**src/rtl/qfr_pkg.sv**
```systemverilog
`default_nettype none
package qfr_pkg;

   // Number format of every matrix element and quaternion part
   localparam int FRAC_BITS = 14;
   localparam int DW        = 16;

   // Clamped root argument, radicand (even width) and root
   localparam int ARG_W  = $clog2(3 * (2 ** (DW - 1) - 1) + 2 ** FRAC_BITS + 1);
   localparam int SUM_W  = ARG_W + 1;
   localparam int RAD_W  = ARG_W + FRAC_BITS + ((ARG_W + FRAC_BITS) % 2);
   localparam int ROOT_W = RAD_W / 2;
   localparam int REM_W  = ROOT_W + 3;

   // Off-diagonal sum or difference, quotient and divisor
   localparam int D_W    = DW + 1;
   localparam int QB     = DW + 1;
   localparam int DIV_W  = ROOT_W + 1;
   localparam int NUM_W  = ((D_W + FRAC_BITS > ROOT_W) ? D_W + FRAC_BITS : ROOT_W) + 1;
   localparam int CMP_W  = NUM_W + DIV_W;
   localparam int HALF_W = ROOT_W + DW;

   localparam logic [DW-1:0] SAT_MAX = DW'(2 ** (DW - 1) - 1);
   localparam logic [DW-1:0] SAT_MIN = DW'(2 ** (DW - 1));
   localparam logic [DW-1:0] ONE_SAT = (FRAC_BITS >= DW - 1) ? SAT_MAX : DW'(2 ** FRAC_BITS);
   localparam logic [QB-1:0] QPOS_LIM = QB'(2 ** (DW - 1) - 1);
   localparam logic [QB-1:0] QNEG_LIM = QB'(2 ** (DW - 1));
   localparam logic [HALF_W-1:0] HPOS_LIM = HALF_W'(2 ** (DW - 1) - 1);

   // Which quaternion part comes from the root
   typedef enum logic [1:0] {SEL_W, SEL_X, SEL_Y, SEL_Z} sel_type;

   // The three other parts fill the free slots in w, x, y, z order
   typedef struct packed {
      sel_type               sel;
      logic signed [D_W-1:0] da;
      logic signed [D_W-1:0] db;
      logic signed [D_W-1:0] dc;
   } ctx_type;

   typedef struct packed {
      logic [ARG_W-1:0] arg;
      ctx_type          ctx;
   } front_type;

   typedef struct packed {
      logic [REM_W-1:0]  rem;
      logic [ROOT_W-1:0] root;
      logic [RAD_W-1:0]  rad;
      ctx_type           ctx;
   } sq_state_type;

   typedef struct packed {
      logic [ROOT_W-1:0] root;
      ctx_type           ctx;
   } root_type;

   typedef struct packed {
      logic [DIV_W:0]  rem;
      logic [QB-1:0]   quo;
      logic [QB-1:0]   num_lo;
      logic            ovf;
      logic            neg;
   } div_lane_type;

   typedef struct packed {
      div_lane_type [2:0] lane;
      logic [DIV_W-1:0]   dvs;
      logic [ROOT_W-1:0]  root;
      sel_type            sel;
   } div_state_type;

   typedef struct packed {
      logic [2:0][QB-1:0] quo;
      logic [2:0]         ovf;
      logic [2:0]         neg;
      logic [ROOT_W-1:0]  root;
      sel_type            sel;
   } quo_type;

   // One root digit: bring down two radicand bits, try (root << 2) | 1
   function automatic sq_state_type sqrt_step(input sq_state_type s);
      sq_state_type     n;
      logic [REM_W-1:0] rem2;
      logic [REM_W-1:0] trial;
      n     = s;
      rem2  = {s.rem[REM_W-3:0], s.rad[RAD_W-1:RAD_W-2]};
      trial = {1'b0, s.root, 2'b01};
      if (rem2 >= trial) begin
         n.rem  = rem2 - trial;
         n.root = {s.root[ROOT_W-2:0], 1'b1};
      end else begin
         n.rem  = rem2;
         n.root = {s.root[ROOT_W-2:0], 1'b0};
      end
      n.rad = {s.rad[RAD_W-3:0], 2'b00};
      return n;
   endfunction

   // One quotient bit of restoring division
   function automatic div_lane_type div_step(input div_lane_type s, input logic [DIV_W-1:0] d);
      div_lane_type   n;
      logic [DIV_W:0] rem2;
      n    = s;
      rem2 = {s.rem[DIV_W-1:0], s.num_lo[QB-1]};
      if (rem2 >= {1'b0, d}) begin
         n.rem = rem2 - {1'b0, d};
         n.quo = {s.quo[QB-2:0], 1'b1};
      end else begin
         n.rem = rem2;
         n.quo = {s.quo[QB-2:0], 1'b0};
      end
      n.num_lo = {s.num_lo[QB-2:0], 1'b0};
      return n;
   endfunction

   // Apply sign and saturate a quotient magnitude
   function automatic logic [DW-1:0] sat_quo(input logic [QB-1:0] quo, input logic ovf,
                                             input logic neg);
      logic [QB-1:0] nq;
      nq = -quo;
      if (!neg) begin
         if (ovf || quo > QPOS_LIM) return SAT_MAX;
         return quo[DW-1:0];
      end
      if (ovf || quo > QNEG_LIM) return SAT_MIN;
      return nq[DW-1:0];
   endfunction

endpackage
`default_nettype wire

```
**src/rtl/qfr_sqrt.sv**
```systemverilog
`default_nettype none
module qfr_sqrt
   import qfr_pkg::*;
(
   input  wire logic      clock,
   input  wire logic      reset,
   input  wire logic      in_valid,
   output logic           in_ready,
   input  wire front_type in_data,
   output logic           out_valid,
   input  wire logic      out_ready,
   output root_type       out_data
);

   logic [ROOT_W-1:0] v_ff;
   logic [ROOT_W-1:0] en;
   sq_state_type      st_ff [ROOT_W];
   sq_state_type      init;

   assign init.rem  = '0;
   assign init.root = '0;
   assign init.rad  = RAD_W'(in_data.arg) << FRAC_BITS;
   assign init.ctx  = in_data.ctx;

   // a stage advances when empty or when the next one advances
   always_comb begin
      en[ROOT_W-1] = !v_ff[ROOT_W-1] || out_ready;
      for (int s = ROOT_W - 2; s >= 0; s--) begin
         en[s] = !v_ff[s] || en[s+1];
      end
   end

   for (genvar s = 0; s < ROOT_W; s++) begin : g_stage
      sq_state_type prev;
      logic         prev_v;
      if (s == 0) begin : g_first
         assign prev   = init;
         assign prev_v = in_valid;
      end else begin : g_next
         assign prev   = st_ff[s-1];
         assign prev_v = v_ff[s-1];
      end

      always_ff @(posedge clock) begin
         if (reset) begin
            v_ff[s] <= 1'b0;
         end else if (en[s]) begin
            v_ff[s] <= prev_v;
         end
      end

      always_ff @(posedge clock) begin
         if (en[s]) begin
            st_ff[s] <= sqrt_step(prev);
         end
      end
   end

   assign in_ready      = en[0];
   assign out_valid     = v_ff[ROOT_W-1];
   assign out_data.root = st_ff[ROOT_W-1].root;
   assign out_data.ctx  = st_ff[ROOT_W-1].ctx;

endmodule
`default_nettype wire

```
**config.mk**
```make
export PLATFORM = sky130hd
export DESIGN_NAME = qfr_sqrt
export DESIGN_NICKNAME = d
export VERILOG_FILES = /design/src/rtl/qfr_pkg.sv /design/src/rtl/qfr_sqrt.sv
export SDC_FILE = /design/constraint.sdc
export NUM_CORES = 1
export LEC_CHECK = 0
export BUFFER_PORTS_ARGS = -buffer_cell sky130_fd_sc_hd__buf_4
export CORE_ASPECT_RATIO = 0.8
export CORE_MARGIN = 3
export CORE_UTILIZATION = 50
export DETAILED_ROUTE_END_ITERATION = 16
export PLACE_DENSITY = 0.71
export SKIP_LAST_GASP = 1
export SLEW_MARGIN = 10
export SYNTH_ARGS = -nofsm -noshare
export SYNTH_HDL_FRONTEND = slang
export SYNTH_SLANG_ARGS = --single-unit
```
**constraint.sdc**
```tcl
create_clock -name clock -period 16.8 [get_ports clock]
set_input_delay 2.52 -clock clock [delete_from_list [all_inputs] [get_ports clock]]
set_output_delay 2.52 -clock clock [all_outputs]
set_load 0.05 [all_outputs]
```
### Word level (Yosys, flattened, before mapping)

Memory sizes are Yosys's and may differ from the RTL's.
Cells that the tools add are included.

| storage, ports and cells | value |
|---|---|
| flip-flop bits (word level) | 16 |
| bits in writable memories | 1,888 |
| input port bits | 74 |
| output and inout bits | 71 |
| word-level logic and storage cells | 145 |
| memories kept | 1 |

| operators by class | value |
|---|---|
| $add $sub $neg | 16 |
| magnitude comparators | 16 |
| multiplexer cells | 64 |
| reduce and logical (&&, ||, !) cells | 32 |

Memory list:

| memory | depth | bits a word | read ports | clocked after Yosys merged registers in | wr ports | line | source |
|---|---|---|---|---|---|---|---|
| st_ff | 16 | 118 | 16 | 0 | 16 | qfr_sqrt.sv:17 | `sq_state_type st_ff [ROOT_W];` |

Operator list:

| cell | count |
|---|---|
| two-way mux 35 bit | 32 |
| >= comparator 19 x 18 -> 1 bit | 15 |
| subtractor 19 x 18 -> 19 bit | 15 |
| two-way mux 1 bit | 32 |
| zero test 1 bit | 16 |
| logical OR 1 bit | 16 |
| subtractor 1 x 1 -> 2 bit (second input constant) | 1 |
| >= comparator 1 bit (second input constant) | 1 |

### Longest topological paths before layout

Gate-level depths: netlist of the first run.

| logic depth | value |
|---|---|
| depth after elaboration | 19 |
| gate-level depth with buffers | 10 |
| gate-level depth less buffers | 9 |

### Worst setup path after synthesis of the first run

OpenSTA, ideal clock, no wires.

| path | value |
|---|---|
| kind | in2out |
| start point | in out_ready |
| end point | out in_ready |
| arrival time | 7.389 ns |
| slack | 6.891 ns |
| cell stages on the path | 7 |
| buffers on the path | 1 |
| cells stage by stage | nor2b_1 -> inv_1 -> nor4_2 -> and3_1 -> and2_1 -> clkbuf_1 -> nand4_1 |

| on the way | value |
|---|---|
| cells in the longest elaborated chain, start to end | 16 |

RTL lines:

| element | line | source |
|---|---|---|
| start, declared | qfr_sqrt.sv:11 | `input wire logic out_ready,` |
| logical OR 1 bit | qfr_sqrt.sv:27 | `en[ROOT_W-1] = !v_ff[ROOT_W-1] \|\| out_ready;` |
| named net en[15] | qfr_sqrt.sv:16 | `logic [ROOT_W-1:0] en;` |
| logical OR 1 bit (15 in a row) | qfr_sqrt.sv:29 | `en[s] = !v_ff[s] \|\| en[s+1];` |
| end, declared | qfr_sqrt.sv:8 | `output logic in_ready,` |

The timed path passes the listed nets, and every way through them passes these cells.

### Worst setup path after layout of the first run

Ends and elaborated chain as after synthesis.

==> out/qor.yml, run 1 <==
placed_design:
  hpwlAfterDp_um: 47900
  port_buffers: 144
  placed_cells_incl_taps: 4112
  placed_area_um2: 50800
  gp_congestion: 0.874
die:
  die_width_um: 353
  design.die.area_um2: 99800
  site_rows: 101
  initial_core_util: 0.505
  io_pins: 145
  die_height_um: 283
  placeableCoreArea_um2: 95000
global_routing:
  initial_antenna_violation_count: 3
  groute.layer.met2.usage: 0.254
  pin_count_of_the_biggest_net_entering_global_routing: 86
  grt_pass1_wl_um: 119000
  gr-usage-all-layers: 0.147
  globalRouteOverflowTotal: 0
  number_of_global_route_vias_before_repair: 22885
  busiest_grt_layer: "met2"
  grtUsageMet3: 0.0282
  globalRouteMet1Util: 0.188
logic_synthesis:
  yosysTopAreaCell: "edfxtp_1"
  postSynth.asyncResetShare: 0
  mappedNetlistNets: 2907
  number_of_different_library_cells_in_the_post_synthesis_netlist: 75
  yosys_register_bits: 1299
  syn-instance-count: 2688
  synthesis.yosys.warnings: 0
  synth_area_um2: 48000
  ys_seq_area_frac: 0.809
  post-synth-top-area-fraction: 0.802
  synth.area.top_cells: "edfxtp_1 (80%), ha_1 (3.6%), inv_1 (1.4%)"
  syn_avg_cell_area_um2: 17.9
  number_of_synthesized_flops_with_an_enable_pin: 1283
  yosys_most_used_dff: "edfxtp_1"
route:
  drc_errors: 0
  drt_iter0_markers: 1459
  vias_per_cell: 5.15
  postRouteAntennaNets: 0
  route.detailed.wl_per_inst_um: 16.9
  first_pass_iters: 5
  drt_wl_total_um: 73400
  vias: 22315
finish:
  final_net_count: 3164
  finalInstanceArea_um2: 54900
  fillCellCount: 6910
  layout.cells.most_common: "edfxtp_1"
  post_synthesis_to_final_layout_area_growth_pct: 14.4
  fraction_of_final_layout_cells_sized_beyond_drive_strength_1: 0.141
  instances_no_fill: 4333
  final_cell_mix: "edfxtp_1 (1283), inv_1 (175), buf_4 (159), nor2_1 (149), ha_1 (139)"
timing:
  setup_violations: 0
  grt_setup_unrepaired: "false"
  finalHoldViolations: 0
  post-route-min-period_ps: 7710
  final_max_slew_viol_count: 0
  fin_setup_tns_ps: 0
  share_of_the_cycle_needed_by_the_critical_path_after_routing: 0.459
  clock_skew_ps: 27.2
  fmax_mhz: 130
  tightest_slew_ps: 1180
  slew-limit-headroom: 0.212
clock_network:
  ctsRootBufferMaster: "clkbuf_16"
  worstSkewPairLatency_ps: 700
  tritoncts: "done"
  post-cts-setup-buffer-count: 0
  cts_buffer_depth: 3
  cts_htree_levels: 3
  post_cts.resized_instances: 0
  tritoncts_num_sinks: 1299
  numCtsBuffers: 118
  postCtsHoldBufs: 0
  path_clk_slew_ps: 60
critical_path:
  timing_worst_setup_path_type: "in2out"
  timing.critical_path.required_ps: 14280
  crit_path_start_kind: "input pin"
  critPathCaptureType: "output port"
  worstPathMaxFanout: 25
  cp_data_arrival_time_ps: 5190
run:
  max_cap_viol_count: 0
power_and_ir_drop:
  power.density_nw_per_um2: 138
  ir_drop_v: 0.000100
  p_leak_nw: 21.1
hold_path:
  hp-class: "reg2reg"
outcome:
  run_status: "finished clean"
==> area by class of cell <==
cell class / instances / area (µm²) / share of cell area
clock buffer: 148 / 3150 / 0.0573
antenna: 1 / 2.50 / 0.0000456
inverter: 181 / 686 / 0.0125
timing repair buffer: 159 / 1190 / 0.0217
multi-input combinational: 1186 / 8490 / 0.154
sequential: 1299 / 38800 / 0.707
tap: 1287 / 1610 / 0.0293
clock inverter: 72 / 963 / 0.0175
==> critical path, stage by stage <==
cell and delay, ps:
buf_4 110, nor2b_1 350, inv_2 240, nor4_2 300, buf_4 260, and3_1 250
and2_1 390, nand4_1 190, buf_4 300, buf_4 260
==> metrics by stage <==
stage / setup slack (ps) / util / hold WS, ps / power [mW]
after floorplan: 6890 / - / 400 / 4.66
after global placement: 9190 / 0.535 / 402 / 4.84
after detailed placement: 9150 / 0.535 / 405 / 4.89
after CTS: 9070 / 0.578 / 394 / 7.65
after global routing: 8840 / 0.578 / 398 / 7.90
final: 9090 / 0.578 / 390 / 7.58
==> logic make-up (layout without fill, tap and decap cells) <==
family | Yosys count | count (layout) | share of synthesized area
DFF | 1299 | 1299 | 0.809
muxes | 53 | 53 | 0.0123
buffers and inverters | 203 | 560 | 0.0160
other | 1 | 2 | 0.0000781
xor gates and xnor gates | 140 | 140 | 0.0255
and+or+nand+nor | 471 | 471 | 0.0490
AOI/OAI and AO/OA | 376 | 376 | 0.0495
adders and majority gates | 145 | 145 | 0.0387
==> state kept, by name, indices dropped and copies added (netlist names) <==
signal and count:
out_valid 1, st_ff 1283, g_stage.prev_v 15
==> Yosys cell counts (24+ instances only) <==
cell and count:
a21o_1 26, edfxtp_1 1283, nor3_1 48, o21a_1 35, o21ai_0 94, xor2_1 73, or3_1 24, mux2_2 48
ha_1 139, nor2_1 149, xnor2_1 67, inv_1 181, nand3_1 29, a21oi_1 113, nand2_1 90
==> where the power goes <==
group / internal [mW] / leakage (nW) / switching, mW
Clock: 1.60 / 1.98 / 1.14
Combinational: 0.336 / 5.73 / 0.395
Sequential: 3.93 / 13.4 / 0.173
==> metal layers <==
metal	up-vias	wire length [µm]
met5	-	0
met4	0	2130
met3	151	3630
met2	581	36600
met1	10829	31000
li1	10754	-
==> final timing paths <==
kind	endpoint	slack [ps]	startpoint	cells after the start
worst max-delay path	in_ready	9090	out_ready	10
worst min-delay path	st_ff[1][749]	390	st_ff[1][631]	0
worst max register to register	st_ff[0][34]	13410	out_valid	9
worst min register to register	st_ff[1][749]	390	st_ff[1][631]	0
No activity file was read; power rests on OpenSTA's default activity.
==> run 2, diff against run 1 <==
Settings changed: PLACE_DENSITY 0.71 to 0.74.
Clock period 16.8 ns to 6.4 ns, I/O delays scaled along.
==> run 2 against run 1 <==
Critical path depth fell by 1. Die area is the same. Cell count shrank 0.12%. Combinational power increased to 2.7 times the previous value. Critical endpoint unchanged. Final area fell by 0.34%. Non-clock buffer count decreased by 3.
==> out/qor.yml, run 2 (synthesis gave the netlist of run 1 again) <==
timing:
  tightest_slew_ps: 1200
  post-route-min-period_ps: 4770
  finalHoldViolations: 0
  clock_skew_ps: 42.7
  final_max_slew_viol_count: 0
  setup_violations: 0
  grt_setup_unrepaired: "false"
  fmax_mhz: 210
  share_of_the_cycle_needed_by_the_critical_path_after_routing: 0.745
  slew-limit-headroom: 0.198
critical_path:
  series_of_cell_instances_along_the_critical_path: "buf_4 -> nor2b_4 -> clkinvlp_4 -> nor4_4 -> and3_1 -> and2_1 -> nand4_1 -> buf_4 -> buf_4"
  timing.critical_path.max_delay_family: "simple AND/OR/NAND/NOR gates"
  slowest_stage: "nor4_4"
  timing_worst_setup_path_type: "in2out"
  critPathCaptureType: "output port"
  worstPathMaxFanout: 73
  worst_path_largest_cell_delay_ps: 720
  crit_path_start_kind: "input pin"
  timing.critical_path.required_ps: 5440
  worst-path-buf-inv: 4
  cp_data_arrival_time_ps: 3810
  critPathMostFrequentCell: "buf_4"
placed_design:
  hpwlAfterDp_um: 49300
  gp_congestion: 0.928
  port_buffers: 144
global_routing:
  grt_pass1_wl_um: 122000
  pin_count_of_the_biggest_net_entering_global_routing: 86
  gr-usage-all-layers: 0.151
  globalRouteOverflowTotal: 0
  groute.layer.met2.usage: 0.254
  initial_antenna_violation_count: 6
  busiest_grt_layer: "met2"
  number_of_global_route_vias_before_repair: 22918
  grtUsageMet3: 0.0277
  globalRouteMet1Util: 0.200
die:
  placeableCoreArea_um2: 95000
  initial_core_util: 0.505
  site_rows: 101
  die_width_um: 353
  die_height_um: 283
  design.die.area_um2: 99800
  io_pins: 145
finish:
  fillCellCount: 6983
  insertedDiodeCount: 0
  layout.cells.most_common: "edfxtp_1"
  final_core_utilization: 0.576
  post_synthesis_to_final_layout_area_growth_pct: 14.0
  fraction_of_final_layout_cells_sized_beyond_drive_strength_1: 0.136
  layout.area.seq_um2: 38800
  top_register: "st_ff"
  final_net_count: 3161
  area_of_the_multi_input_gates_um2: 8500
  largest_register_ff_count: 1283
  final_cell_mix: "edfxtp_1 (1283), inv_1 (175), buf_4 (156), nor2_1 (149), ha_1 (139)"
route:
  drt_iter0_markers: 1736
  drc_errors: 0
  first_pass_iters: 6
  route.detailed.wl_per_inst_um: 17.4
  vias_per_cell: 5.23
  drt_wl_total_um: 75400
  postRouteAntennaNets: 0
  vias: 22656
clock_network:
  path_clk_slew_ps: 60
  tritoncts: "done"
  postCtsHoldBufs: 0
  ctsRootBufferMaster: "clkbuf_16"
  worstSkewPairLatency_ps: 700
  numCtsBuffers: 118
  cts_htree_levels: 3
  tritoncts_num_sinks: 1299
  post-cts-setup-buffer-count: 0
  cts_buffer_depth: 3
  post_cts.resized_instances: 0
power_and_ir_drop:
  total_power_mw: 19.8
  power.density_nw_per_um2: 361
  p_leak_nw: 21.0
  ir_drop_v: 0.000249
run:
  max_cap_viol_count: 0
outcome:
  run_status: "finished clean"
hold_path:
  hp-class: "reg2reg"
## run 2: cell types whose count changed in the layout (fill, tap and decap cells not counted), moves of 2 or more
cell,before,now
clkbuf_8,6,0
buf_4,159,156
clkbuf_1,23,25
clkinv_16,6,1
inv_6,1,3
inv_16,0,4
clkinv_2,31,26
clkinv_1,11,20
## run 2: worst paths after layout
kind | startpoint | to | slack, ps | cells after the start
setup / recovery | out_ready | in_ready | 1630 | 9
hold / removal | st_ff[1][161] | st_ff[1][279] | 390 | 0
setup reg to reg | out_valid | st_ff[0][187] | 2660 | 6
hold reg to reg | st_ff[1][161] | st_ff[1][279] | 390 | 0
## run 2: where the power goes
group | total, mW | internal (mW) | switching [mW]
Combinational | 1.95 | 0.883 | 1.07
Sequential | 10.8 | 10.3 | 0.466
Clock | 7.02 | 4.06 | 2.97
Total | 19.8 | 15.3 | 4.50
## run 2: stage by stage
| stage | setup WS (ps) | std cells | instance area, µm² | hold WS, ps | setup TNS [ps] |
|---|---|---|---|---|---|
| after floorplan | -426 | 2688 | 48100 | 400 | -30440 |
| after global placement | 1660 | 4109 | 50800 | 401 | 0 |
| after detailed placement | 1610 | 4109 | 50800 | 405 | 0 |
| after CTS | 1530 | 4328 | 54800 | 384 | 0 |
| after global routing | 1370 | 4328 | 54800 | 403 | 0 |
| final | 1630 | 4328 | 54800 | 393 | 0 |
## run 2: per-layer routing
| layer | vias to the layer above | part of all wire | wire (µm) |
|---|---|---|---|
| met5 | - | 0 | 0 |
| met4 | 0 | 0.025 | 1890 |
| met3 | 166 | 0.060 | 4530 |
| met2 | 708 | 0.49 | 36800 |
| met1 | 11002 | 0.43 | 32200 |
| li1 | 10780 | - | - |
## run 2: final cells by class
| class | instances | share of cell area |
|---|---|---|
| Clock buffer | 143 | 0.0556 |
| Multi-Input combinational cell | 1186 | 0.155 |
| Inverter | 181 | 0.0126 |
| Sequential cell | 1299 | 0.710 |
| Timing Repair Buffer | 156 | 0.0214 |
| Tap cell | 1287 | 0.0294 |
| Clock inverter | 76 | 0.0161 |
