File: config.mk
export PLATFORM = sky130hd
export DESIGN_NAME = qfr_front
export DESIGN_NICKNAME = d
export VERILOG_FILES = /design/src/rtl/qfr_pkg.sv /design/src/rtl/qfr_front.sv
export SDC_FILE = /design/constraint.sdc
export NUM_CORES = 1
export LEC_CHECK = 0
export BUFFER_PORTS_ARGS = -buffer_cell sky130_fd_sc_hd__buf_2
export CAP_MARGIN = 10
export CORE_ASPECT_RATIO = 0.75
export CORE_MARGIN = 1.5
export CORE_UTILIZATION = 54
export DETAILED_ROUTE_END_ITERATION = 10
export PLACE_DENSITY = 0.8
export REMOVE_ABC_BUFFERS = 1
export SYNTH_ARGS = -nofsm -noshare
export SYNTH_HDL_FRONTEND = slang
export SYNTH_SLANG_ARGS = --single-unit
File: constraint.sdc
create_clock -name clock -period 5.65 [get_ports clock]
set_input_delay 1.13 -clock clock [delete_from_list [all_inputs] [get_ports clock]]
set_output_delay 1.13 -clock clock [all_outputs]
set_load 0.02 [all_outputs]
File: src/rtl/qfr_pkg.sv
`default_nettype none
package qfr_pkg;

   // Number format of every matrix element and quaternion part
   localparam int FRAC_BITS = 14;
   localparam int DW        = 16;

   // Clamped root argument, radicand (even width) and root
   localparam int ARG_W  = $clog2(3 * (2 ** (DW - 1) - 1) + 2 ** FRAC_BITS + 1);
   localparam int SUM_W  = ARG_W + 1;
   localparam int RAD_W  = ARG_W + FRAC_BITS + ((ARG_W + FRAC_BITS) % 2);
   localparam int ROOT_W = RAD_W / 2;
   localparam int REM_W  = ROOT_W + 3;

   // Off-diagonal sum or difference, quotient and divisor
   localparam int D_W    = DW + 1;
   localparam int QB     = DW + 1;
   localparam int DIV_W  = ROOT_W + 1;
   localparam int NUM_W  = ((D_W + FRAC_BITS > ROOT_W) ? D_W + FRAC_BITS : ROOT_W) + 1;
   localparam int CMP_W  = NUM_W + DIV_W;
   localparam int HALF_W = ROOT_W + DW;

   localparam logic [DW-1:0] SAT_MAX = DW'(2 ** (DW - 1) - 1);
   localparam logic [DW-1:0] SAT_MIN = DW'(2 ** (DW - 1));
   localparam logic [DW-1:0] ONE_SAT = (FRAC_BITS >= DW - 1) ? SAT_MAX : DW'(2 ** FRAC_BITS);
   localparam logic [QB-1:0] QPOS_LIM = QB'(2 ** (DW - 1) - 1);
   localparam logic [QB-1:0] QNEG_LIM = QB'(2 ** (DW - 1));
   localparam logic [HALF_W-1:0] HPOS_LIM = HALF_W'(2 ** (DW - 1) - 1);

   // Which quaternion part comes from the root
   typedef enum logic [1:0] {SEL_W, SEL_X, SEL_Y, SEL_Z} sel_type;

   // The three other parts fill the free slots in w, x, y, z order
   typedef struct packed {
      sel_type               sel;
      logic signed [D_W-1:0] da;
      logic signed [D_W-1:0] db;
      logic signed [D_W-1:0] dc;
   } ctx_type;

   typedef struct packed {
      logic [ARG_W-1:0] arg;
      ctx_type          ctx;
   } front_type;

   typedef struct packed {
      logic [REM_W-1:0]  rem;
      logic [ROOT_W-1:0] root;
      logic [RAD_W-1:0]  rad;
      ctx_type           ctx;
   } sq_state_type;

   typedef struct packed {
      logic [ROOT_W-1:0] root;
      ctx_type           ctx;
   } root_type;

   typedef struct packed {
      logic [DIV_W:0]  rem;
      logic [QB-1:0]   quo;
      logic [QB-1:0]   num_lo;
      logic            ovf;
      logic            neg;
   } div_lane_type;

   typedef struct packed {
      div_lane_type [2:0] lane;
      logic [DIV_W-1:0]   dvs;
      logic [ROOT_W-1:0]  root;
      sel_type            sel;
   } div_state_type;

   typedef struct packed {
      logic [2:0][QB-1:0] quo;
      logic [2:0]         ovf;
      logic [2:0]         neg;
      logic [ROOT_W-1:0]  root;
      sel_type            sel;
   } quo_type;

   // One root digit: bring down two radicand bits, try (root << 2) | 1
   function automatic sq_state_type sqrt_step(input sq_state_type s);
      sq_state_type     n;
      logic [REM_W-1:0] rem2;
      logic [REM_W-1:0] trial;
      n     = s;
      rem2  = {s.rem[REM_W-3:0], s.rad[RAD_W-1:RAD_W-2]};
      trial = {1'b0, s.root, 2'b01};
      if (rem2 >= trial) begin
         n.rem  = rem2 - trial;
         n.root = {s.root[ROOT_W-2:0], 1'b1};
      end else begin
         n.rem  = rem2;
         n.root = {s.root[ROOT_W-2:0], 1'b0};
      end
      n.rad = {s.rad[RAD_W-3:0], 2'b00};
      return n;
   endfunction

   // One quotient bit of restoring division
   function automatic div_lane_type div_step(input div_lane_type s, input logic [DIV_W-1:0] d);
      div_lane_type   n;
      logic [DIV_W:0] rem2;
      n    = s;
      rem2 = {s.rem[DIV_W-1:0], s.num_lo[QB-1]};
      if (rem2 >= {1'b0, d}) begin
         n.rem = rem2 - {1'b0, d};
         n.quo = {s.quo[QB-2:0], 1'b1};
      end else begin
         n.rem = rem2;
         n.quo = {s.quo[QB-2:0], 1'b0};
      end
      n.num_lo = {s.num_lo[QB-2:0], 1'b0};
      return n;
   endfunction

   // Apply sign and saturate a quotient magnitude
   function automatic logic [DW-1:0] sat_quo(input logic [QB-1:0] quo, input logic ovf,
                                             input logic neg);
      logic [QB-1:0] nq;
      nq = -quo;
      if (!neg) begin
         if (ovf || quo > QPOS_LIM) return SAT_MAX;
         return quo[DW-1:0];
      end
      if (ovf || quo > QNEG_LIM) return SAT_MIN;
      return nq[DW-1:0];
   endfunction

endpackage
`default_nettype wire

File: src/rtl/qfr_front.sv
`default_nettype none
module qfr_front
   import qfr_pkg::*;
(
   input  wire logic            clock,
   input  wire logic            reset,
   input  wire logic            in_valid,
   output logic                 in_ready,
   input  wire logic [9*DW-1:0] in_mat,
   output logic                 out_valid,
   input  wire logic            out_ready,
   output front_type            out_data
);

   logic                   v_ff;
   front_type              data_ff;
   front_type              data_in;
   logic signed [SUM_W-1:0] m [9];
   logic signed [D_W-1:0]   e [9];
   logic signed [SUM_W-1:0] tr;
   logic signed [SUM_W-1:0] arg_s;
   logic signed [SUM_W-1:0] one_s;

   assign one_s = SUM_W'(2 ** FRAC_BITS);

   always_comb begin
      for (int i = 0; i < 9; i++) begin
         m[i] = SUM_W'(signed'(in_mat[i*DW +: DW]));
         e[i] = D_W'(signed'(in_mat[i*DW +: DW]));
      end
      tr = m[0] + m[4] + m[8];
      data_in.ctx.sel = SEL_W;
      if (tr > 0) begin
         data_in.ctx.sel = SEL_W;
      end else if (m[8] > ((m[4] > m[0]) ? m[4] : m[0])) begin
         data_in.ctx.sel = SEL_Z;
      end else if (m[4] > m[0]) begin
         data_in.ctx.sel = SEL_Y;
      end else begin
         data_in.ctx.sel = SEL_X;
      end
      case (data_in.ctx.sel)
         SEL_W: begin
            arg_s = tr + one_s;
            data_in.ctx.da = e[7] - e[5];
            data_in.ctx.db = e[2] - e[6];
            data_in.ctx.dc = e[3] - e[1];
         end
         SEL_X: begin
            arg_s = m[0] - m[4] - m[8] + one_s;
            data_in.ctx.da = e[7] - e[5];
            data_in.ctx.db = e[3] + e[1];
            data_in.ctx.dc = e[6] + e[2];
         end
         SEL_Y: begin
            arg_s = m[4] - m[8] - m[0] + one_s;
            data_in.ctx.da = e[2] - e[6];
            data_in.ctx.db = e[1] + e[3];
            data_in.ctx.dc = e[7] + e[5];
         end
         default: begin
            arg_s = m[8] - m[0] - m[4] + one_s;
            data_in.ctx.da = e[3] - e[1];
            data_in.ctx.db = e[2] + e[6];
            data_in.ctx.dc = e[5] + e[7];
         end
      endcase
      // clamp a negative argument to zero
      data_in.arg = arg_s[SUM_W-1] ? '0 : arg_s[ARG_W-1:0];
   end

   assign in_ready  = !v_ff || out_ready;
   assign out_valid = v_ff;
   assign out_data  = data_ff;

   always_ff @(posedge clock) begin
      if (reset) begin
         v_ff <= 1'b0;
      end else if (in_ready) begin
         v_ff <= in_valid;
      end
   end

   always_ff @(posedge clock) begin
      if (in_ready) begin
         data_ff <= data_in;
      end
   end

endmodule
`default_nettype wire

# Word-level counts from Yosys, hierarchy flattened
# Cells that the tools add are included.
# word_totals
output_inout_bits	72
regBits	71
word_cells	38
# op_classes
reduce_logical	3
muxes	6
n_eq_ne	2
n_lt_le_gt_ge	3
add_sub_neg	18
# ops
cell	n
$pmux W51 S3	1
$sub A16 B16 Y17	6
$add A18 B16 Y18 const B	4
$add A16 B16 Y17	4
$pmux W18 S3	1
$sub A17 B16 Y18	3
$add A17 B16 Y18	1
$gt A16 B18 Y1	1
$gt A18 B1 Y1 const B	1
$mux W18	1
$gt A16 B16 Y1	1
$mux W2	3
$eq A2 B1 Y1 const B	1
$eq A2 B2 Y1 const B	1
$logic_not A2 Y1	1
$logic_not A1 Y1	1
$logic_or A1 B1 Y1	1

# Logic depth before layout (Yosys ltp)
# Gate-level depths: netlist of run 1.
# logic_depth
depth_word	7
depth_mapped	25
ltp_nobuf	22

# Worst setup path after synthesis of run 1
# Ideal clock, no wire load.
# synth_path
path_kind	input to register
startpoint	input in_mat[8]
endpoint	register data_ff (netlist bit out_data[2]) (data pin)
stages	23
setup_ns	0.270
arrival_ns	5.432
path_slack_ns	-0.053
n_path_buf	4
path_cell_list	inv_1 -> ha_1 -> nor4b_1 -> nand4_1 -> a21oi_1 -> or2_1 -> a22oi_1 -> nand2_1 -> clkbuf_1 -> clkbuf_1 -> a21oi_1 -> ha_1 -> a21o_1 -> a21oi_1 -> o211ai_1 -> nor4b_1 -> nor2_1 -> a21oi_1 -> buf_2 -> buf_1 -> nor2_1 -> a311oi_1 -> a21oi_1
# synth_lines
element	line	rtl
start: declaration	qfr_front.sv:9	input wire logic [9*DW-1:0] in_mat,
end signal: assignment	qfr_front.sv:86	data_ff <= data_in;
end: declaration	qfr_front.sv:16	front_type data_ff;

# Worst setup path after layout of run 1
# layout_path
startpoint	input in_mat[1]
endpoint	register data_ff (netlist bit out_data[66]) (data pin)
# layout_via
elab_chain_cells	7
elab_cells_between_ends	22
cone_classes	add/sub: 11; order compare: 3; eq/ne: 2; mux: 5; reduce/logical: 1
# layout_lines
element	line	rtl
parallel branches: the longest is 6 deep, another holds $add A17 B16 Y18	--	
$pmux W18 S3 (*)	qfr_front.sv:42	case (data_in.ctx.sel)
# Mark *: on every way between the ends.
# A chain may end at the register's enable or synchronous reset.

==> impl_summary.md, run 1 <==
Synth
For this run, the number of Yosys warnings is 0. The prevailing post-synth register cell is sky130_fd_sc_hd__edfxtp_1. The mapped netlist covers 14100 um^2. After synthesis, the largest area contributor takes up 22.5% of total cell area. The mean instance size in the synthesized netlist is 8.57 um^2. For this run, asynchronously set or reset flops after synthesis account for 0%. In the post-synthesis netlist, the cell with the most instances is sky130_fd_sc_hd__ha_1. Summing the sequential cell areas from Yosys gives 15.1% of the chip area. Sorting the synthesized cells by area gives the leading types as sky130_fd_sc_hd__ha_1 23%, sky130_fd_sc_hd__edfxtp_1 15%, sky130_fd_sc_hd__fa_1 11%. In this run, synthesis produced a sequential element count of 71.

By count the netlist is led by 253 x sky130_fd_sc_hd__ha_1, 181 x sky130_fd_sc_hd__inv_1, 116 x sky130_fd_sc_hd__nor2_1. The cell type with the highest aggregate area in the netlist is sky130_fd_sc_hd__ha_1. The number of distinct library cell variants in the gate-level netlist after synthesis is 93. The count of flip-flops with a built-in enable after synthesis is 70. The count of mapped cells out of synthesis is 1641.

STA
The final-report setup violation count is 0. The final count of pins violating max slew is 0. At the pin with the least slew margin, the transition time is 0.777 ns. The worst hold margin is 0.912 ns. The final sum of negative setup slack is 0 ns.

Setup slack on the critical path of the routed design comes to 0.147 ns. The hold violation count in the final report is 0. The worst-case headroom to the max-slew limit is 47.6%. Based on the critical path, the design can be clocked at up to 182 MHz. The setup clock skew after layout is 0.0100 ns. The final critical-path required period is 5.50 ns. Of the available clock period, the critical path in the final layout requires 97.4%.

Worst setup path
The maximum net fanout on the critical path is 22. In this design, the largest share of critical-path delay is due to compound AO/OA/AOI/OAI gates. By startpoint and endpoint, the worst setup path is classified as in -> reg. The setup check on the worst reg-to-reg path leaves a slack of 3.90 ns.

The end of the critical path is out_data[66]. The slowest stage of the critical path is the sky130_fd_sc_hd__a221o_1 cell. The most critical setup path has its startpoint at in_mat[1]. For this run, the slowest stage of the critical path takes 0.37 ns. Among the stages of the critical path, the cell type that occurs most often is sky130_fd_sc_hd__buf_4.

The sort of element at the start of the critical path is a primary input. The reg-to-reg critical path endpoint is out_data[29]. The path length in cells of the critical path is 26. The number of buffers and inverters on the critical path is 7.

The sort of element at the end of the critical path is a register. The arrival time at the worst endpoint is 5.64 ns. The startpoint identified for the worst register-to-register timing path is out_valid. The required time at the endpoint of the critical path is 5.79 ns. For the worst flop-to-flop path, the logic depth is 2.

Placement
The total instance count after detailed placement is 2280. At the placement stage, the worst setup path has a slack of -0.561 ns. The placed wire-length estimate is 37500 um. The last weighted congestion value of the routability-driven placer is 0.980. The count of port buffers added during placement is 219.

Power
The share of total power dissipated in the clock network is 10.9%. VDD sags by at most 0.000236 V. The sequential cell fraction of total power is 19.6%. Net switching is 48.1% of the power. The net load switching power is 2.50 mW. The areal power density over the cells is 307 nW/um^2.

In this run, the combinational gates consume 69.5% of the power. The analysis attributes to cell leakage a power of 8.14 nW. The internal portion of the total power is 2.69 mW.

Route
The total detailed-routing wirelength is 44700 um. The detailed-route vias per instance is 5.85. Once detail routing completed, the nets flagged for antenna violations numbered 0.

The number of violations reported at the end of detailed-routing iteration 0 is 1133. Dividing the detail-routed wire length by the instance count gives 19.4 um. The first-pass iteration count of the detailed router is 8.

The number of remaining DRC errors is 0. The via total after detailed routing is 13500.

GRT
The aggregate global routing overflow is 0. The number of antenna violations at the first check in global routing is 4. The maximum number of pins on one net before global-route repair is 44.

The global-route usage over all layers is 32.8%. The number of global-route vias before repair is 13100. The wire length of the first global-routing pass is 68900 um.

Die
In this run the count of I/O pins placed on the die edge is 220. The die extent in x is 189 um. Measured along the y axis, the die boundary spans 143 um.

After floorplanning, the core was sized to cover 25300 um^2. The full die area is 27000 um^2. The number of placement rows is 50. Once the floorplan was initialized, standard cells occupied 55.6% of the core.

Final layout
The share of cells above drive strength 1 is 22.3%. Relative to the synthesized area, the layout overhead comes to 20.3%. The final design utilization is 66.9%.

The filler cells instantiated in the layout total 2164. After the last flow step, the layout net total stands at 2435. Leaving out filler cells and counting taps, the final layout contains 2304.

CTS
CTS built an H-tree with a depth of 3. Clock-pin slew was measured on the worst setup and hold paths at 0.06 ns. The CTS tree is built. The cts-stage hold buffer count is 0. At the later pin of the worst-skew pair, clock insertion delay measures 0.35 ns. The root buffer selected by CTS is sky130_fd_sc_hd__clkbuf_16. Clock tree synthesis found a total of 71 sinks. The number of buffers added by the clock tree synthesis step is 9. The longest clock path from root to sink contains 2 buffers.

Run
The tool flagged a number of max-cap violations equal to 0.

Hold path
The path class of the tightest hold or removal check is reg -> reg. The instance count along the most critical hold path is 1.

Status
The run finished with clean final reports.
[cells in the final DEF, fill, tap and decap left out, types with 20 or more instances in the layout]
| cell | instances |
|---|---|
| sky130_fd_sc_hd__xor2_1 | 32 |
| sky130_fd_sc_hd__buf_4 | 140 |
| sky130_fd_sc_hd__buf_2 | 219 |
| sky130_fd_sc_hd__a21oi_1 | 113 |
| sky130_fd_sc_hd__nand2_1 | 88 |
| sky130_fd_sc_hd__o21ai_0 | 103 |
| sky130_fd_sc_hd__o211ai_1 | 23 |
| sky130_fd_sc_hd__nor2_1 | 114 |
| sky130_fd_sc_hd__nor2b_1 | 20 |
| sky130_fd_sc_hd__inv_1 | 181 |
| sky130_fd_sc_hd__a21o_1 | 28 |
| sky130_fd_sc_hd__edfxtp_1 | 70 |
| sky130_fd_sc_hd__xnor2_1 | 85 |
| sky130_fd_sc_hd__fa_1 | 74 |
| sky130_fd_sc_hd__ha_1 | 250 |
| sky130_fd_sc_hd__nor3_1 | 48 |
| sky130_fd_sc_hd__o21bai_1 | 20 |
| sky130_fd_sc_hd__nand3_1 | 27 |
[worst register-to-register path: stages, from the launching register on]
cell and delay (ns):
sky130_fd_sc_hd__dfxtp_1 0.33, sky130_fd_sc_hd__nand2b_4 0.36, sky130_fd_sc_hd__buf_4 0.65
[metrics by stage]
step,power (mW),instance area [um^2]
floorplan,3.22,13800
global placement,4.41,16400
finish,5.19,16900
CTS,5.08,16700
global route,5.53,16900
detailed placement,4.48,16400
[metal layers]
metal  global-route usage (%)  wire length [um]
met5                        0                19
met4                     4.76               499
met3                     7.08              4250
met2                     50.2             18900
met1                     48.1             21100
[worst min-delay path by stage]
| stage | slack, ns | start | end |
|---|---|---|---|
| after floorplan | 1.20 | reset | out_valid |
| after global placement | 0.88 | out_valid | out_data[14] |
| after global routing | 0.94 | reset | out_valid |
| after CTS | 0.92 | out_valid | out_data[14] |
| final | 0.91 | out_valid | out_data[31] |
| after detailed placement | 0.91 | out_valid | out_data[31] |
[flip-flops by register name, indices dropped and copies added (netlist names)]
register   count
out_valid      1
out_data      70
[power by group through the flow]
stage | logic, mW | registers [mW] | clock network (mW)
3_5_place_dp | 3.46 | 1.01 | 0
4_1_cts | 3.49 | 1.01 | 0.575
2_1_floorplan | 1.93 | 1.29 | 0
5_1_grt | 3.90 | 1.03 | 0.598
6_report | 3.61 | 1.02 | 0.569
3_3_place_gp | 3.40 | 1.02 | 0
[final cells by class]
cell class / instances / area (um^2) / area share (%)
Multi-Input combinational cell: 1329 / 11100 / 65.7
Tap cell: 338 / 423 / 2.50
Antenna cell: 1 / 2.50 / 0.0148
Clock inverter: 5 / 48.8 / 0.289
Clock buffer: 11 / 233 / 1.38
Inverter: 182 / 686 / 4.06
Timing Repair Buffer: 367 / 2280 / 13.5
Sequential cell: 71 / 2120 / 12.6
[cell families (layout without fill, tap and decap cells)]
family	count (synthesis)	after routing	share of synthesized area, %
AOI/OAI and AO/OA	467	467	22.3
xor gates and xnor gates	117	117	7.29
adders and majority gates	327	327	33.1
buffers and inverters	241	565	6.77
DFF	71	71	15.1
muxes	17	17	1.25
other	0	1	0
and+or+nand+nor	401	401	14.2
[repair_timing]
item,CTS,global route
pin swaps,1,9
setup buffers,0,7
endpoints found under the setup margin,60,67
gates resized for setup,6,23
No activity file was read; power rests on OpenSTA's default activity.
==> inputs of run 2 (changes only) <==
CORE_ASPECT_RATIO = 1.2   (was 0.75)
==> run 2 against run 1 <==
Combinational power down 2%. Via count increased by 0.50%. Final area decreased by 0.42%. Clock skew up 0.0069 ns. Die area barely moved. Sequential share of layout area rose by 0.053 points. Clock power is 2% higher. Register-to-register slack better by 0.02 ns. Clock-buffer cell count fell by 1. Power is 0.30% lower. Highest routed layer is now met4.
==> impl_summary.md, run 2 (same netlist as run 1, synthesis figures left out) <==
Hold path
The worst hold path class is reg -> reg (unchanged).

CTS
The count of H-tree levels built during CTS is 3 (unchanged). The number of buffers added by the clock tree synthesis step is 9 (unchanged). The TritonCTS sink count is 71 (unchanged). The clock transition at the registers of the reported paths is 0.06 ns (about the same). The clock latency reported for the late side of the worst-skew pair is 0.35 ns (about the same). The CTS tree was built (unchanged). The number of buffers on the longest clock path is 2 (unchanged). The root buffer selected by CTS is sky130_fd_sc_hd__clkbuf_16 (unchanged).

Route
The number of violations reported at the end of detailed-routing iteration 0 came to 848 (was 1133). The number of remaining DRC errors is 0 (unchanged). The via total after detailed routing is 13600 (was 13500).

The first-pass iteration count of the detailed router was 7 (was 8). The final antenna-violating net count is 0 (unchanged). The total detailed-routing wirelength was 43800 um (was 44700 um). The detailed-route vias per instance came to 5.92 (was 5.85). The average routed wire per standard cell is 19.1 um (was 19.4 um).

STA
The final count of pins violating max slew is 0 (unchanged). The post-layout worst setup margin came to 0.185 ns (was 0.147 ns). The final critical-path required period is 5.47 ns (was 5.50 ns). The final-report setup violation count was 0 (unchanged). The achievable clock frequency came to 183 MHz (was 182 MHz).

The setup clock skew after layout is 0.0169 ns (was 0.0100 ns). The hold violation count in the final report came to 0 (unchanged). The final critical-path share of the clock period came to 96.7% (was 97.4%). The final sum of negative setup slack is 0 ns (unchanged). The transition at the pin with the smallest max-transition slack is 0.724 ns (was 0.777 ns). The worst-case headroom to the max-slew limit is 51.1% (was 47.6%).

The worst hold margin is 0.899 ns (was 0.912 ns).

GRT
The aggregate global routing overflow is 0 (unchanged). The number of antenna violations at the first check in global routing is 0 (was 4). The global-route usage over all layers is 32.3% (was 32.8%). The number of global-route vias before repair is 13600 (was 13100). The wire length of the first global-routing pass is 68400 um (was 68900 um). The maximum number of pins on one net before global-route repair is 42 (was 44).

Power
The net load switching power is 2.49 mW (was 2.50 mW). The leakage power was 8.11 nW (was 8.14 nW). The net switching fraction of the power is 48.1% (about the same). The total chip power is 5.18 mW (was 5.19 mW). The areal power density over the cells came to 308 nW/um^2 (was 307 nW/um^2). The peak ir drop on the vdd network was 0.000172 V (was 0.000236 V). The sequential cell fraction of total power is 20.2% (was 19.6%). The proportion of power drawn by combinational gates was 68.6% (was 69.5%). The design internal power is 2.69 mW (about the same).

The clock group share of total power is 11.2% (was 10.9%).

Final layout
The final non-filler cell total is 2291 (was 2304). The flip-flop count of the largest register after layout is 70 (unchanged). The layout net count was 2431 (was 2435).

The area growth from synthesis to layout is 19.7% (was 20.3%). The area taken by flip-flops and latches is 2120 um^2 (unchanged). The area occupied by multi-input gates is 11100 um^2 (about the same). The share of cells above drive strength 1 is 21.8% (was 22.3%).

Commonest non-fill, non-tap cells in the layout: 253 x sky130_fd_sc_hd__ha_1, 219 x sky130_fd_sc_hd__buf_2, 181 x sky130_fd_sc_hd__inv_1, 135 x sky130_fd_sc_hd__buf_4, 115 x sky130_fd_sc_hd__nor2_1 (was 250 x sky130_fd_sc_hd__ha_1, 219 x sky130_fd_sc_hd__buf_2, 181 x sky130_fd_sc_hd__inv_1, 140 x sky130_fd_sc_hd__buf_4, 114 x sky130_fd_sc_hd__nor2_1). The number of fillers in the final layout is 2146 (was 2164). The final design utilization came to 65.9% (was 66.9%). The area of all placed cells without fillers is 16800 um^2 (was 16900 um^2). The number of antenna diodes came to 0 (was 1). The most common cell after layout, fill and taps aside is sky130_fd_sc_hd__ha_1 (unchanged).

Placement
The placed wire-length estimate is 36500 um (was 37500 um). The worst slack at placement is -0.374 ns (was -0.561 ns). The total instance count after detailed placement was 2273 (was 2280). The last weighted congestion value of the routability-driven placer is 0.946 (was 0.980). The count of port buffers added during placement is 219 (unchanged). The placement-stage cell area is 16500 um^2 (was 16400 um^2).

Worst setup path
The required time at the endpoint of the critical path is 5.74 ns (was 5.79 ns). The sort of element at the start of the critical path was a primary input (unchanged). The sort of element at the end of the critical path is a register (unchanged). The category of the critical setup timing path is in -> reg (unchanged).

The maximum net fanout on the critical path is 20 (was 22). The arrival time at the worst endpoint was 5.55 ns (was 5.64 ns).

Die
The initial cell density of the core came to 55.0% (was 55.6%). The die outline height is 180 um (was 143 um). The number of primary I/O pins is 220 (unchanged). The area of the core was 25500 um^2 (was 25300 um^2).

The die extent in x is 150 um (was 189 um). The number of placement rows is 64 (was 50). The full die area is 27000 um^2 (about the same).

Run
The max-capacitance violation count came to 0 (unchanged).

Status
Status: finished, final reports clean (unchanged).
==> run 2: cell types whose count changed in the layout (fill, tap and decap cells not counted), sizes merged <==
| cell | before | now |
|---|---|---|
| clkinvlp | 0 | 2 |
| buf | 367 | 362 |
| clkinv | 4 | 3 |
| diode | 1 | 0 |
==> run 2: path summary, 6_finish.rpt <==
kind                    from            to  slack [ns]  cells after the start
setup reg to reg   out_valid  out_data[62]        3.92                      2
setup / recovery  in_mat[68]   out_data[2]        0.18                     28
hold / removal     out_valid     out_valid        0.90                      2
hold reg to reg    out_valid     out_valid        0.90                      2
==> run 2: critical path: stages <==
cell and delay [ns]:
sky130_fd_sc_hd__buf_2 0.09, sky130_fd_sc_hd__inv_1 0.05, sky130_fd_sc_hd__ha_1 0.33, sky130_fd_sc_hd__nor2_1 0.06, sky130_fd_sc_hd__a221oi_1 0.27, sky130_fd_sc_hd__buf_4 0.17, sky130_fd_sc_hd__a21oi_1 0.08, sky130_fd_sc_hd__or2_1 0.24
sky130_fd_sc_hd__a22oi_2 0.23, sky130_fd_sc_hd__nand2_1 0.14, sky130_fd_sc_hd__buf_12 0.17, sky130_fd_sc_hd__nor2_1 0.08, sky130_fd_sc_hd__a21oi_1 0.05, sky130_fd_sc_hd__ha_1 0.29, sky130_fd_sc_hd__a21o_1 0.16, sky130_fd_sc_hd__a21oi_1 0.16
sky130_fd_sc_hd__o211ai_1 0.11, sky130_fd_sc_hd__buf_4 0.17, sky130_fd_sc_hd__buf_4 0.13, sky130_fd_sc_hd__nor4b_2 0.26, sky130_fd_sc_hd__buf_4 0.17, sky130_fd_sc_hd__nor2_4 0.05, sky130_fd_sc_hd__a21oi_4 0.15, sky130_fd_sc_hd__buf_6 0.17
sky130_fd_sc_hd__buf_12 0.17, sky130_fd_sc_hd__nor2_1 0.08, sky130_fd_sc_hd__a311oi_1 0.28, sky130_fd_sc_hd__a21oi_1 0.07
==> run 2: per-layer routing <==
metal | share of wire [%] | track usage (%) | vias to the layer above
li1 | - | - | 6451
met1 | 39 | 38.2 | 6473
met2 | 51 | 58.3 | 528
met3 | 5.0 | 2.26 | 101
met4 | 4.6 | 15.5 | 0
met5 | 0 | 0 | -
==> run 2: power by group through the flow <==
stage / registers (mW) / clock network [mW] / logic, mW
floorplan: 1.29 / 0 / 1.93
global placement: 1.06 / 0 / 3.38
detailed placement: 1.04 / 0 / 3.45
CTS: 1.04 / 0.584 / 3.47
global route: 1.06 / 0.601 / 3.84
finish: 1.05 / 0.580 / 3.55
==> run 2: final cells by class <==
| cell class | count | area share, % |
|---|---|---|
| tap | 330 | 2.45 |
| timing repair buffer | 363 | 13.5 |
| clock inverter | 6 | 0.364 |
| sequential | 71 | 12.6 |
| inverter | 182 | 4.07 |
| clock buffer | 10 | 1.36 |
| multi-input combinational | 1329 | 65.7 |
==> run 2: repair_timing <==
item | CTS | global route
gates resized for setup | 1 | 16
endpoints found under the setup margin | 5 | 59
cloned | 0 | 1
hold buffers | 0 | 0
buffers inserted | 0 | 1
endpoints found under the hold margin | 0 | 0
pin swaps | 0 | 7
